**src/rtl/gpmd_pkg.sv**
```systemverilog
`timescale 1ns / 1ps

package gpmd_pkg;

	// Field widths
	localparam int unsigned METHOD_W = 13;
	localparam int unsigned SUBCH_W  = 3;
	localparam int unsigned COUNT_W  = 13;
	localparam int unsigned WORD_W   = 32;
	localparam int unsigned ADDR_W   = 40;
	localparam int unsigned MODE_W   = 3;

	// Header mode codes, bits 31:29
	localparam logic [MODE_W-1:0] MODE_INCR      = 3'd1;
	localparam logic [MODE_W-1:0] MODE_NON_INCR  = 3'd3;
	localparam logic [MODE_W-1:0] MODE_INLINE    = 3'd4;
	localparam logic [MODE_W-1:0] MODE_INCR_ONCE = 3'd5;

	// Reset value of the puller method limit
	localparam logic [METHOD_W-1:0] PULLER_LIMIT_RST = 13'd64;

	// Decoder state carried between items
	typedef struct packed {
		logic [METHOD_W-1:0] method;
		logic [SUBCH_W-1:0]  subch;
		logic [COUNT_W-1:0]  pending;
		logic                hold_method;
		logic                hold_after_first;
	} dec_state_t;

	// One method call
	typedef struct packed {
		logic                valid;
		logic [METHOD_W-1:0] method_index;
		logic [SUBCH_W-1:0]  subchannel_id;
		logic [WORD_W-1:0]   argument_value;
		logic [COUNT_W-1:0]  remaining_count;
		logic                is_last;
		logic                to_puller;
		logic [ADDR_W-1:0]   segment_address;
	} call_t;

endpackage

```
**src/rtl/gpmd_decode.sv**
```systemverilog
`timescale 1ns / 1ps

module gpmd_decode (
	input  logic [gpmd_pkg::WORD_W-1:0]   command_word,
	input  logic [gpmd_pkg::ADDR_W-1:0]   word_address,
	input  logic [gpmd_pkg::METHOD_W-1:0] puller_limit,
	input  gpmd_pkg::dec_state_t          state_cur,
	output gpmd_pkg::dec_state_t          state_nxt,
	output gpmd_pkg::call_t               call
);

	logic [gpmd_pkg::MODE_W-1:0]   mode;
	logic [gpmd_pkg::COUNT_W-1:0]  hdr_count;
	logic [gpmd_pkg::METHOD_W-1:0] hdr_method;
	logic [gpmd_pkg::SUBCH_W-1:0]  hdr_subch;

	// Slice header fields
	assign hdr_method = command_word[12:0];
	assign hdr_subch  = command_word[15:13];
	assign hdr_count  = command_word[28:16];
	assign mode       = command_word[31:29];

	// Decode a data word or a header
	always_comb begin
		state_nxt = state_cur;
		call      = '0;
		if (state_cur.pending != '0) begin
			call.valid           = 1'b1;
			call.method_index    = state_cur.method;
			call.subchannel_id   = state_cur.subch;
			call.argument_value  = command_word;
			call.remaining_count = state_cur.pending;
			call.is_last         = (state_cur.pending == gpmd_pkg::COUNT_W'(1));
			call.to_puller       = (state_cur.method < puller_limit);
			call.segment_address = word_address;
			if (!state_cur.hold_method) begin
				state_nxt.method = state_cur.method + gpmd_pkg::METHOD_W'(1);
			end
			if (state_cur.hold_after_first) begin
				state_nxt.hold_method = 1'b1;
			end
			state_nxt.pending = state_cur.pending - gpmd_pkg::COUNT_W'(1);
		end else begin
			case (mode)
				gpmd_pkg::MODE_INCR, gpmd_pkg::MODE_NON_INCR, gpmd_pkg::MODE_INCR_ONCE: begin
					state_nxt.method           = hdr_method;
					state_nxt.subch            = hdr_subch;
					state_nxt.pending          = hdr_count;
					state_nxt.hold_method      = (mode == gpmd_pkg::MODE_NON_INCR);
					state_nxt.hold_after_first = (mode == gpmd_pkg::MODE_INCR_ONCE);
				end
				gpmd_pkg::MODE_INLINE: begin
					state_nxt.method           = hdr_method;
					state_nxt.subch            = hdr_subch;
					state_nxt.hold_method      = 1'b1;
					state_nxt.hold_after_first = 1'b0;
					call.valid                 = 1'b1;
					call.method_index          = hdr_method;
					call.subchannel_id         = hdr_subch;
					call.argument_value        = {{(gpmd_pkg::WORD_W-gpmd_pkg::COUNT_W){1'b0}},
						hdr_count};
					call.remaining_count       = '0;
					call.is_last               = 1'b1;
					call.to_puller             = (hdr_method < puller_limit);
					call.segment_address       = '0;
				end
				default: begin
					// ignore unknown modes
					state_nxt = state_cur;
				end
			endcase
		end
	end

endmodule

```
**src/rtl/gpu_pushbuffer_method_decoder.sv**
```systemverilog
`timescale 1ns / 1ps

// Channel   Dir  Fields (low bit up)
// s_axis    in   tdata: command_word[31:0], word_address[71:32], zero pad to 80
// m_axis    out  tdata: method_index[12:0], subchannel_id[15:13], argument_value[47:16],
//                       remaining_count[60:48], segment_address[100:61], zero pad to 104
//                tlast: is_last   tuser: to_puller
// cfg       in   cfg_wen / cfg_wdata: puller_method_limit
//
// One item per cycle sustained while m_axis_tready is high; each item passes through
// the input register, where the header decode and count update run, and then sits
// in the result register.
// Reset clears the decoder state, the valid flags and sets the puller limit to 64.
// A stalled result holds the result register; the input register still takes an
// item that produces no result.

module gpu_pushbuffer_method_decoder (
	input  logic         clk,
	input  logic         arst_n,
	// command_word[31:0], word_address[71:32]
	input  logic [79:0]  s_axis_tdata,
	input  logic         s_axis_tvalid,
	output logic         s_axis_tready,
	// method_index, subchannel_id, argument_value, remaining_count, segment_address
	output logic [103:0] m_axis_tdata,
	output logic         m_axis_tvalid,
	input  logic         m_axis_tready,
	output logic         m_axis_tlast,
	// to_puller
	output logic [0:0]   m_axis_tuser,
	input  logic         cfg_wen,
	input  logic [12:0]  cfg_wdata
);

	logic                          valid_s1;
	logic [gpmd_pkg::WORD_W-1:0]   word_s1;
	logic [gpmd_pkg::ADDR_W-1:0]   addr_s1;
	logic [gpmd_pkg::METHOD_W-1:0] limit_q;
	gpmd_pkg::dec_state_t          state_q;
	gpmd_pkg::dec_state_t          state_nxt;
	gpmd_pkg::call_t               call;
	gpmd_pkg::call_t               out_q;
	logic                          out_free;
	logic                          advance;

	// Stage handshake
	assign out_free      = !out_q.valid || m_axis_tready;
	assign advance       = valid_s1 && (out_free || !call.valid);
	assign s_axis_tready = !valid_s1 || advance;

	// Hold the puller limit
	always_ff @(posedge clk or negedge arst_n) begin
		if (!arst_n) begin
			limit_q <= gpmd_pkg::PULLER_LIMIT_RST;
		end else if (cfg_wen) begin
			limit_q <= cfg_wdata;
		end
	end

	// Capture the input item
	always_ff @(posedge clk or negedge arst_n) begin
		if (!arst_n) begin
			valid_s1 <= 1'b0;
		end else if (s_axis_tready) begin
			valid_s1 <= s_axis_tvalid;
		end
	end

	always_ff @(posedge clk) begin
		if (s_axis_tready && s_axis_tvalid) begin
			word_s1 <= s_axis_tdata[31:0];
			addr_s1 <= s_axis_tdata[71:32];
		end
	end

	gpmd_decode u_decode (
		.command_word (word_s1),
		.word_address (addr_s1),
		.puller_limit (limit_q),
		.state_cur    (state_q),
		.state_nxt    (state_nxt),
		.call         (call)
	);

	// Advance the decoder state
	always_ff @(posedge clk or negedge arst_n) begin
		if (!arst_n) begin
			state_q <= '0;
		end else if (advance) begin
			state_q <= state_nxt;
		end
	end

	// Load or drain the result register
	always_ff @(posedge clk or negedge arst_n) begin
		if (!arst_n) begin
			out_q <= '0;
		end else if (out_free) begin
			if (advance) begin
				out_q <= call;
			end else begin
				out_q.valid <= 1'b0;
			end
		end
	end

	// Pack the result item
	assign m_axis_tvalid = out_q.valid;
	assign m_axis_tlast  = out_q.is_last;
	assign m_axis_tuser  = out_q.to_puller;
	assign m_axis_tdata  = {3'b000, out_q.segment_address, out_q.remaining_count,
		out_q.argument_value, out_q.subchannel_id, out_q.method_index};

endmodule
```
**config.mk**
```make
export PLATFORM = sky130hd
export DESIGN_NAME = gpu_pushbuffer_method_decoder
export DESIGN_NICKNAME = d
export VERILOG_FILES = /design/src/rtl/gpmd_pkg.sv /design/src/rtl/gpmd_decode.sv /design/src/rtl/gpu_pushbuffer_method_decoder.sv
export SDC_FILE = /design/constraint.sdc
export NUM_CORES = 1
export LEC_CHECK = 0
export ABC_AREA = 1
export ABC_CLOCK_PERIOD_IN_PS = 2800
export BUFFER_PORTS_ARGS = -buffer_cell sky130_fd_sc_hd__buf_2
export CAP_MARGIN = 0
export CORE_ASPECT_RATIO = 1.4
export CORE_MARGIN = 2
export CORE_UTILIZATION = 49
export CTS_CLUSTER_DIAMETER = 30
export DETAILED_ROUTE_END_ITERATION = 7
export PLACE_DENSITY = 0.76
export SYNTH_ARGS = -nofsm -noshare
export SYNTH_HDL_FRONTEND = slang
export SYNTH_SLANG_ARGS = --single-unit
```
**constraint.sdc**
```tcl
create_clock -name clk -period 2.8 [get_ports clk]
set_input_delay 0.14 -clock clk [delete_from_list [all_inputs] [get_ports clk]]
set_output_delay 0.14 -clock clk [all_outputs]
set_load 0.01 [all_outputs]
```
Word-level counts from Yosys, hierarchy flattened
Cells that the tools add are included.
{"block": "totals", "register_bits": 221, "in_bits": 98, "output_inout_bits": 108, "elab_cells": 60}
{"block": "classes", "n_addsub": 2, "order_cmp": 2, "n_eq_ne": 7, "mux": 10, "bitwise_logic": 1, "reduce_logical": 21}
{"operator": "104-bit 2-to-1 mux", "count": 2}
{"operator": "13-bit 2-to-1 mux", "count": 3}
{"operator": "13-bit < comparator", "count": 2}
{"operator": "16-bit 2-to-1 mux", "count": 1}
{"operator": "14-bit 2-to-1 mux", "count": 1}
{"operator": "13-bit by 1-bit adder with 13-bit output (second input constant)", "count": 1}
{"operator": "13-bit by 1-bit == test with 1-bit output (second input constant)", "count": 1}
{"operator": "13-bit nonzero test", "count": 1}
{"operator": "13-bit by 1-bit subtractor with 13-bit output (second input constant)", "count": 1}
{"operator": "3-bit AND reduction", "count": 4}
{"operator": "3-bit == test (second input constant)", "count": 2}
{"operator": "2-bit nonzero test", "count": 3}
{"operator": "2-bit inequality test (second input constant)", "count": 2}
{"operator": "2-bit one-hot mux with 2 select lines", "count": 1}
{"operator": "2-bit AND reduction", "count": 2}
{"operator": "4-bit OR reduction", "count": 1}
{"operator": "3-bit by 1-bit == test with 1-bit output (second input constant)", "count": 1}
{"operator": "3-bit by 2-bit == test with 1-bit output (second input constant)", "count": 1}
{"operator": "1-bit zero test", "count": 3}
{"operator": "1-bit logical OR", "count": 3}
{"operator": "3-bit nonzero test", "count": 1}
{"operator": "3-bit OR reduction", "count": 1}
{"operator": "1-bit logical AND", "count": 2}
{"operator": "1-bit 2-to-1 mux", "count": 2}
{"operator": "1-bit inverter", "count": 1}

Logic depth before layout (Yosys ltp)
Gate-level depths: netlist (run 1).
{"block": "depth", "depth_word": 8, "mapped_depth": 12, "depth_no_buf": 11}

Hierarchy
A second synthesis (run 1) with hierarchy kept.
{"block": "hier_totals", "hier_cells": 1315, "area_unflattened_um2": 10923.0}
{"mod": "gpu_pushbuffer_method_decoder", "n_inst": 1, "cells_per_inst": 723, "area_each_um2": 8061.5, "seq_area_each_um2": 5891.9}
{"mod": "gpmd_decode", "n_inst": 1, "cells_per_inst": 592, "area_each_um2": 2861.5, "seq_area_each_um2": 0.0}

Worst setup path after synthesis (run 1)
OpenSTA, ideal clock, no wires.
{"block": "synth_path", "path_type": "register to register", "start": "register state_q[2] (netlist bit)", "end": "register addr_s1[0] (netlist bit) (enable)", "setup_time_ps": 426, "arrival_ps": 2702, "required_time_ps": 2374, "setup_slack_ps": -328, "path_stages_with_launch": 9, "n_path_buf": 0, "synth_period_minus_slack_ps": 3128, "cell_sequence": "dfrtp_1 > inv_1 > ha_1 > nand2_4 > nor2_8 > nand3_2 > nand3_1 > nand2_1 > inv_1"}
{"block": "synth_via", "elab_chain_cells": 7}
{"item": "start: declaration", "line_no": "gpu_pushbuffer_method_decoder.sv:39", "text": "gpmd_pkg::dec_state_t state_q;"}
{"item": "start signal: assignment", "line_no": "gpu_pushbuffer_method_decoder.sv:90", "text": "state_q <= state_nxt;"}
{"item": "13-bit nonzero test", "line_no": "gpmd_decode.sv:27", "text": "if (state_cur.pending != '0) begin"}
{"item": "104-bit 2-to-1 mux", "line_no": "gpmd_decode.sv:27"}
{"item": "1-bit zero test", "line_no": "gpu_pushbuffer_method_decoder.sv:48", "text": "assign advance = valid_s1 && (out_free || !call.valid);"}
{"item": "1-bit logical OR", "line_no": "gpu_pushbuffer_method_decoder.sv:48"}
{"item": "1-bit logical AND", "line_no": "gpu_pushbuffer_method_decoder.sv:48"}
{"item": "1-bit logical OR", "line_no": "gpu_pushbuffer_method_decoder.sv:49", "text": "assign s_axis_tready = !valid_s1 || advance;"}
{"item": "net s_axis_tready", "line_no": "gpu_pushbuffer_method_decoder.sv:23", "text": "output logic s_axis_tready,"}
{"item": "1-bit logical AND", "line_no": "gpu_pushbuffer_method_decoder.sv:70", "text": "if (s_axis_tready && s_axis_tvalid) begin"}
{"item": "end signal: assignment", "line_no": "gpu_pushbuffer_method_decoder.sv:72", "text": "addr_s1 <= s_axis_tdata[71:32];"}
{"item": "end: declaration", "line_no": "gpu_pushbuffer_method_decoder.sv:37", "text": "logic [gpmd_pkg::ADDR_W-1:0] addr_s1;"}
The timed path passes the listed nets, and every way through them passes these cells.
A chain may end at the register's enable or synchronous reset.

Worst setup path in the final report (run 1)
{"block": "layout_path", "start": "register state_q[2] (netlist bit)", "end": "register out_q (netlist bit m_axis_tdata[68])"}
{"block": "layout_via", "elab_chain_cells": 6}
{"item": "13-bit nonzero test (*)", "line_no": "gpmd_decode.sv:27"}
{"item": "104-bit 2-to-1 mux (*)", "line_no": "gpmd_decode.sv:27"}
{"item": "1-bit zero test", "line_no": "gpu_pushbuffer_method_decoder.sv:48"}
{"item": "1-bit logical OR", "line_no": "gpu_pushbuffer_method_decoder.sv:48"}
{"item": "1-bit logical AND", "line_no": "gpu_pushbuffer_method_decoder.sv:48"}
{"item": "2-bit AND reduction (no source line)"}
{"item": "end signal: assignment", "line_no": "gpu_pushbuffer_method_decoder.sv:100", "text": "out_q <= call;"}
{"item": "end: declaration", "line_no": "gpu_pushbuffer_method_decoder.sv:42", "text": "gpmd_pkg::call_t out_q;"}
Every way passes the cells marked *; elsewhere a longest branch is shown, timed or not.

==> summary.md, run 1 <==
| Metric | Value |
|---|---|
| CTS tree | built |
| Crit path DAT | between 2 and 3 ns |
| GRT Util Overall | 26.0% |
| Worst hold path type | input pin to flip-flop |
| Setup CP Type | flip-flop to flip-flop |
| Initial antenna violation count | 0 |
| Crit-path slowest cell | inv_2 |
| Status | complete, no violations |
| Starting DRC count in detailed routing | around 530 |
| Post-DP Area | 10800 um2 |
| IO Port Bufs | 194 |
| Max Clock Freq | 405 MHz |
| DRT Pass-1 Iters | 6 |
| Die W | 122 um |
| Die Area | 20700 um2 |
| Post-Synth XOR/XNOR Area | 0.275% |
| Vias | ~8000 |
| Largest family of logic cells by synthesized area | simple AND/OR/NAND/NOR gates |
| Post-route cell area | about 13000 um2 |
| Drt drc | 0 |
| Worst-Skew Late Latency | ~0.50 ns |
| Fin. Hold Viols | 0 |
| Nets@finish | roughly 1300 |
| Leakage | 0.00604 uW |
| Layout area overhead | 33.7% |
| Root Buffer | clkbuf_16 |
| Setup Viol. Count Final | 0 |
| Postcts setup bufs | 0 |
| ANT cells | 0 |
| Hpwl dp | 17000 um |
| Mux cell area share after synthesis | 0.118% |
| CTS buffer count | 34 |
| DRT antenna net count | 0 |
| CTS clock-pin slew for the worst setup and hold paths | 0.06 ns |
| WL final | 26200 um |
| Total grt overflow | 0 |
| Seq/Total Area, Yosys | 61.6% |
| Post-synthesis simple-gate area fraction | 16.2% |
| Wire per inst | 17.6 um |
| Share of cells above drive strength 1 | 23.5% |
| H-tree depth | 2 |
| Asr flop ratio synth | 67.4% |
| Crit path capture type | flip-flop |
| PD cells | 990 nW/um2 |
| Num ports | just over 200 |
| Initial Utilization | approximately half |
| Post-Synth Adder-Cell Area | 3.53% |
| Final worst path period need | 2.47 ns |
| Compound-Gate Fraction of Synth Area | 13.0% |
| Most frequent CP cell | nand2_4 |
| Post-route setup TNS | 0 ns |
| Core Footprint | 19200 um2 |
| Synth area leaders | dfrtp_1 (39%), edfxtp_1 (23%), nand2_1 (8.9%), a22o_1 (4.3%), o21ai_0 (4.0%) |
| Least-Margin Pin Slew | ~0.85 ns |
| Critical-path cell list | inv_1 > ha_1 > nand2_4 > nor2_8 > nand2_4 > nand2_2 > inv_2 > a22o_1 |
| Cell count after synthesis | roughly 930 |
| Final slew viol count | 0 |
| Vias in the first global route | 8060 |
| Largest net degree at the start of global routing | 75 |
| Area leader, netlist | dfrtp_1 |
| Routability cong. | roughly 0.9 |
| VDD IR max | 778 uV |
| Most common flop cell mapped by yosys | dfrtp_1 |
| Data required, critical path | 3.23 ns |
| Distinct cell type count after synthesis | 39 |
| Largest delay share family, worst path | buffers and inverters |
| Worst Skew | 0.0233 ns |
| Via density | 5.31 |
| RSZ-0062 raised after global routing | no |
| Top cells by count, synth | nand2_1 (227), dfrtp_1 (148), o21ai_0 (76), edfxtp_1 (72), inv_1 (67) |
| Cell Area, Synth | 9560 um2 |
| Die Ht | 169 um |
| Site row count | 60 |
| Relative slew slack | 43.3% |
| # clock sinks | 221 |
| Syn_area_per_cell | 10.3 um2 |
| First-pass GRT wire length | ~42000 um |
| Max-cap violations | 0 |
| Filler cells | 1483 |
| CTS max path bufs | 3 |
| Max incr delay on CP | 0.67 ns |
| Post-synth EDFFs | 72 |
| Synth top area share | 38.7% |
| CP Launch Type | flip-flop |
| Final period util | 88.1% |
| Crit-path max FO | 49 |
| Crit path buf inv count | 2 |
| Seq cells post-synth | 221 |
| Yosys warns | 0 |
| Most frequent cell after synthesis | nand2_1 |
[worst paths after layout]
kind	from	end	slack, ns	cells after the start
setup / recovery	state_q[2]	m_axis_tdata[68]	0.33	8
hold / removal	cfg_wen	limit_q[6]	0.05	3
setup reg to reg	state_q[2]	m_axis_tdata[68]	0.33	8
hold reg to reg	addr_s1[5]	m_axis_tdata[66]	0.46	1
max in group asynchronous	arst_n	m_axis_tdata[53]	1.84	3
min in group asynchronous	arst_n	m_axis_tdata[71]	0.23	2
[final cells by class]
cell class,instances,area (um2),area share [%]
sequential,221,5890,46.1
multi-input combinational,597,3180,24.9
timing repair buffer,296,2010,15.8
clock buffer,43,937,7.33
tap,248,310,2.43
inverter,70,268,2.10
clock inverter,18,179,1.40
[placed cells by master (no fill, tap or decap), types with 4 or more instances in the layout]
cell type      count
inv_6              6
a22o_1            47
ha_1              27
nand2_1          227
o21ai_2            7
buf_2            193
buf_12             4
nand2_2            4
edfxtp_1          72
a21oi_1           60
clkbuf_16         36
dlygate4sd3_1     88
nor2_1            66
nand3_1           37
o21ai_0           76
clkbuf_1           6
inv_1             66
nand4_1            8
dfrtp_1          148
buf_4             10
clkinvlp_4         4
[worst reg2reg max path, delay by kind of cell, from the launching register on]
family / cells / cell delay [ns]
buffers and inverters: 2 / 0.78
adder cells (fa/ha/maj): 1 / 0.26
flip-flops: 1 / 0.38
AO/OA/AOI/OAI: 1 / 0.29
AND/OR/NAND/NOR: 4 / 0.70
[sequential cells by signal (all words and copies together), names as in the netlist]
name,count
m_axis_tlast,1
word_s1,32
m_axis_tdata,101
valid_s1,1
addr_s1,40
state_q,31
m_axis_tvalid,1
m_axis_tuser,1
limit_q,13
[power by group]
group	internal [uW]	switching, uW	total (uW)	leakage (uW)
registers	4280	671	4950	0.00253
clock network	2580	1510	4090	0.000537
logic	1430	2190	3620	0.00296
total	8290	4370	12700	0.00604
[per-layer routing]
| metal | routed length (um) | track usage [%] |
|---|---|---|
| met5 | 0 | 0 |
| met4 | 1420 | 13.5 |
| met3 | 2070 | 6.89 |
| met2 | 13300 | 44.1 |
| met1 | 9480 | 30.1 |
[through the flow]
step	std cells	hold slack, ns	util [%]	setup slack [ns]	total power, uW
after floorplan	933	-0.156	-	0.130	7040
after global placement	1344	0.208	56.1	0.449	8330
after detailed placement	1344	0.213	56.1	0.369	8440
after CTS	1493	0.0455	66.5	0.328	12700
after global routing	1493	0.107	66.5	0.138	13400
final	1493	0.0513	66.5	0.334	12700
[cells by family after synthesis]
group           Yosys count
xor+xnor                  3
buf+inv                 115
mux                       1
flops                   221
fa+ha+maj                27
compound gates          203
other cells               1
simple gates            360
[what timing repair did]
item | in CTS | in global routing
hold buffers | 88 | 0
resized for setup | 0 | 0
endpoints found under the setup margin | 0 | 0
hold endpoints to repair | 157 | 0
Note: power is estimated with default switching activity, not from simulation.
==> run 2: changes to the inputs <==
- GPL_TIMING_DRIVEN: not set -> 0
==> run 2 against run 1 <==
Against the previous run:
- wire length increased by 11%
- fmax increased by 5.6%
- setup slack improved by 0.13 ns
- register-to-register slack improved by 0.13 ns
- sequential power about the same
- combinational power increased by 5.8%
- first-iteration DRC count increased by 12%
- non-clock buffer count increased by 39
- clock-buffer cell count increased by 4
- worst hold slack got worse by 0.015 ns
- critical endpoint is now word_s1[10]
- largest cell class unchanged
==> summary.md, run 2 (synthesized netlist as in run 1, its figures left out) <==
| Metric | Value |
|---|---|
| Die W | 122 um |
| Via density | 5.38 |
| DRT Pass-1 Iters | 5 |
| Core Footprint | slightly below 20000 um2 |
| Wire per inst | 18.9 um |
| IO Port Bufs | a little under 200 |
| H-tree depth | 2 |
| First-pass GRT wire length | 46100 um |
| Post-DP Area | 10900 um2 |
| Worst r2r src | state_q[2] |
| CTS tree | built |
| Share of cells above drive strength 1 | 24.4% |
| CTS buffer count | 36 |
| GRT Util Overall | 29.0% |
| RSZ-0062 raised after global routing | no |
| WL final | 29100 um |
| Initial antenna violation count | 0 |
| Reg-to-Reg End | word_s1[10] |
| Hpwl dp | 18800 um |
| Relative slew slack | 39.7% |
| Nets@finish | 1387 |
| Crit path capture | word_s1[10] |
| Routability cong. | between 0.9 and 1 |
| Status | complete, no violations |
| Leakage | between 0.006 and 0.007 uW |
| Die Ht | 169 um |
| Crit-path max FO | 13 |
| VDD IR max | about 630 uV |
| Die Area | 20700 um2 |
| DRT antenna net count | 0 |
| Max reg flops | 101 |
| Worst-Skew Late Latency | ~0.52 ns |
| Max Clock Freq | between 400 and 500 MHz |
| Worst Skew | 0.0252 ns |
| Least-Margin Pin Slew | 0.904 ns |
| Most frequent cells in the layout | nand2_1 (227), buf_2 (206), dfrtp_1 (148) |
| Post-route cell area | about 13000 um2 |
| Drt drc | 0 |
| Starting DRC count in detailed routing | about 590 |
| Crit path DAT | 2.53 ns |
| Max-cap violations | 0 |
| # clock sinks | ~220 |
| Crit path capture type | flip-flop |
| Largest net degree at the start of global routing | 96 |
| Commonest non-fill, non-tap cell in the layout | nand2_1 |
| Multi-input logic area | 3180 um2 |
| Num ports | 206 |
| CP startpoint | state_q[2] |
| Non-Filler Instances | 1538 |
| Total grt overflow | 0 |
| Filler cells | 1463 |
| Final worst path period need | 2.34 ns |
| CTS max path bufs | 3 |
| Setup Viol. Count Final | 0 |
| Vias in the first global route | 8681 |
| Placed Cells incl. Taps | between 1000 and 1500 |
| Final period util | 83.4% |
| Vias | 8274 |
| Setup CP Type | flip-flop to flip-flop |
| Post-route setup TNS | 0 ns |
| FF-to-FF path depth | 9 |
| Site row count | 60 |
| Root Buffer | clkbuf_16 |
| ANT cells | 0 |
| Final slew viol count | 0 |
| PD cells | slightly above 1000 nW/um2 |
| Worst hold path type | input pin to flip-flop |
| CTS clock-pin slew for the worst setup and hold paths | 0.05 ns |
| Data required, critical path | 2.99 ns |
| Fin. Hold Viols | 0 |
| Reg2reg setup slack | 0.46 ns |
| Layout area overhead | 37.3% |
| Initial Utilization | 49.8% |
| Register area | 5890 um2 |
| CP Launch Type | flip-flop |
==> run 2: cell types whose count changed in the layout (fill, tap and decap cells not counted), sizes merged <==
| cell | change |
|---|---|
| dlygate4sd3 | +4 |
| clkbuf | +23 |
| buf | +16 |
| inv | +1 |
| clkinv | -1 |
| bufinv | +2 |
==> run 2: worst min-delay path by stage <==
stage,from,endpoint,slack (ns),cells after the start
2_1_floorplan,arst_n,limit_q[0],-0.16,0
3_3_place_gp,s_axis_tdata[53],addr_s1[21],0.32,1
3_5_place_dp,arst_n,m_axis_tdata[69],0.30,1
4_1_cts,s_axis_tvalid,valid_s1,0.003,3
5_1_grt,s_axis_tvalid,valid_s1,0.03,3
6_report,s_axis_tvalid,valid_s1,0.04,3
==> run 2: layer usage <==
layer  global-route usage, %  vias up  share of wire [%]
met5                       0        -                  0
met4                    14.8        0                4.8
met3                    6.52       96                7.2
met2                    50.7      361                 51
met1                    33.0     3990                 37
li1                        -     3827                  -
==> run 2: per-stage QoR <==
step | hold slack, ns | total power [uW] | setup WS [ns] | utilization [%]
final | 0.0367 | 13400 | 0.465 | 68.3
after global routing | 0.0347 | 14100 | 0.329 | 68.3
after CTS | 0.00256 | 13300 | 0.0435 | 68.2
after detailed placement | 0.295 | 8590 | -0.0402 | 56.8
after global placement | 0.316 | 8480 | -0.637 | 56.5
after floorplan | -0.156 | 7040 | 0.130 | -
==> run 2: cell type report <==
class,count,share of cell area (%)
timing repair buffer,290,14.9
sequential,221,44.9
buffer,45,1.78
timing repair inverter,1,0.0572
clock buffer,47,7.96
clock inverter,19,1.76
inverter,70,2.03
tap,248,2.36
multi-input combinational,597,24.2
==> run 2: report_power, final <==
| part | total (uW) | switching [uW] | internal (uW) |
|---|---|---|---|
| sequential | 4940 | 660 | 4280 |
| clock | 4620 | 1600 | 3020 |
| combinational | 3830 | 2340 | 1490 |
==> run 2: what timing repair did <==
action                                  4_1_cts  5_1_grt
buffers inserted                              0        2
hold buffers                                 92        0
resized for setup                             0        1
gates cloned                                  1        0
endpoints found under the hold margin       179        0
endpoints found under the setup margin       38       55
==> run 2: critical path, cell delays in order (launching register included) <==
cell	delay, ns
dfrtp_1	0.39
inv_1	0.13
ha_1	0.25
nand2_4	0.13
nor2_8	0.17
nand3_2	0.10
nand3_1	0.16
nand2_1	0.23
clkinvlp_4	0.20
buf_4	0.25
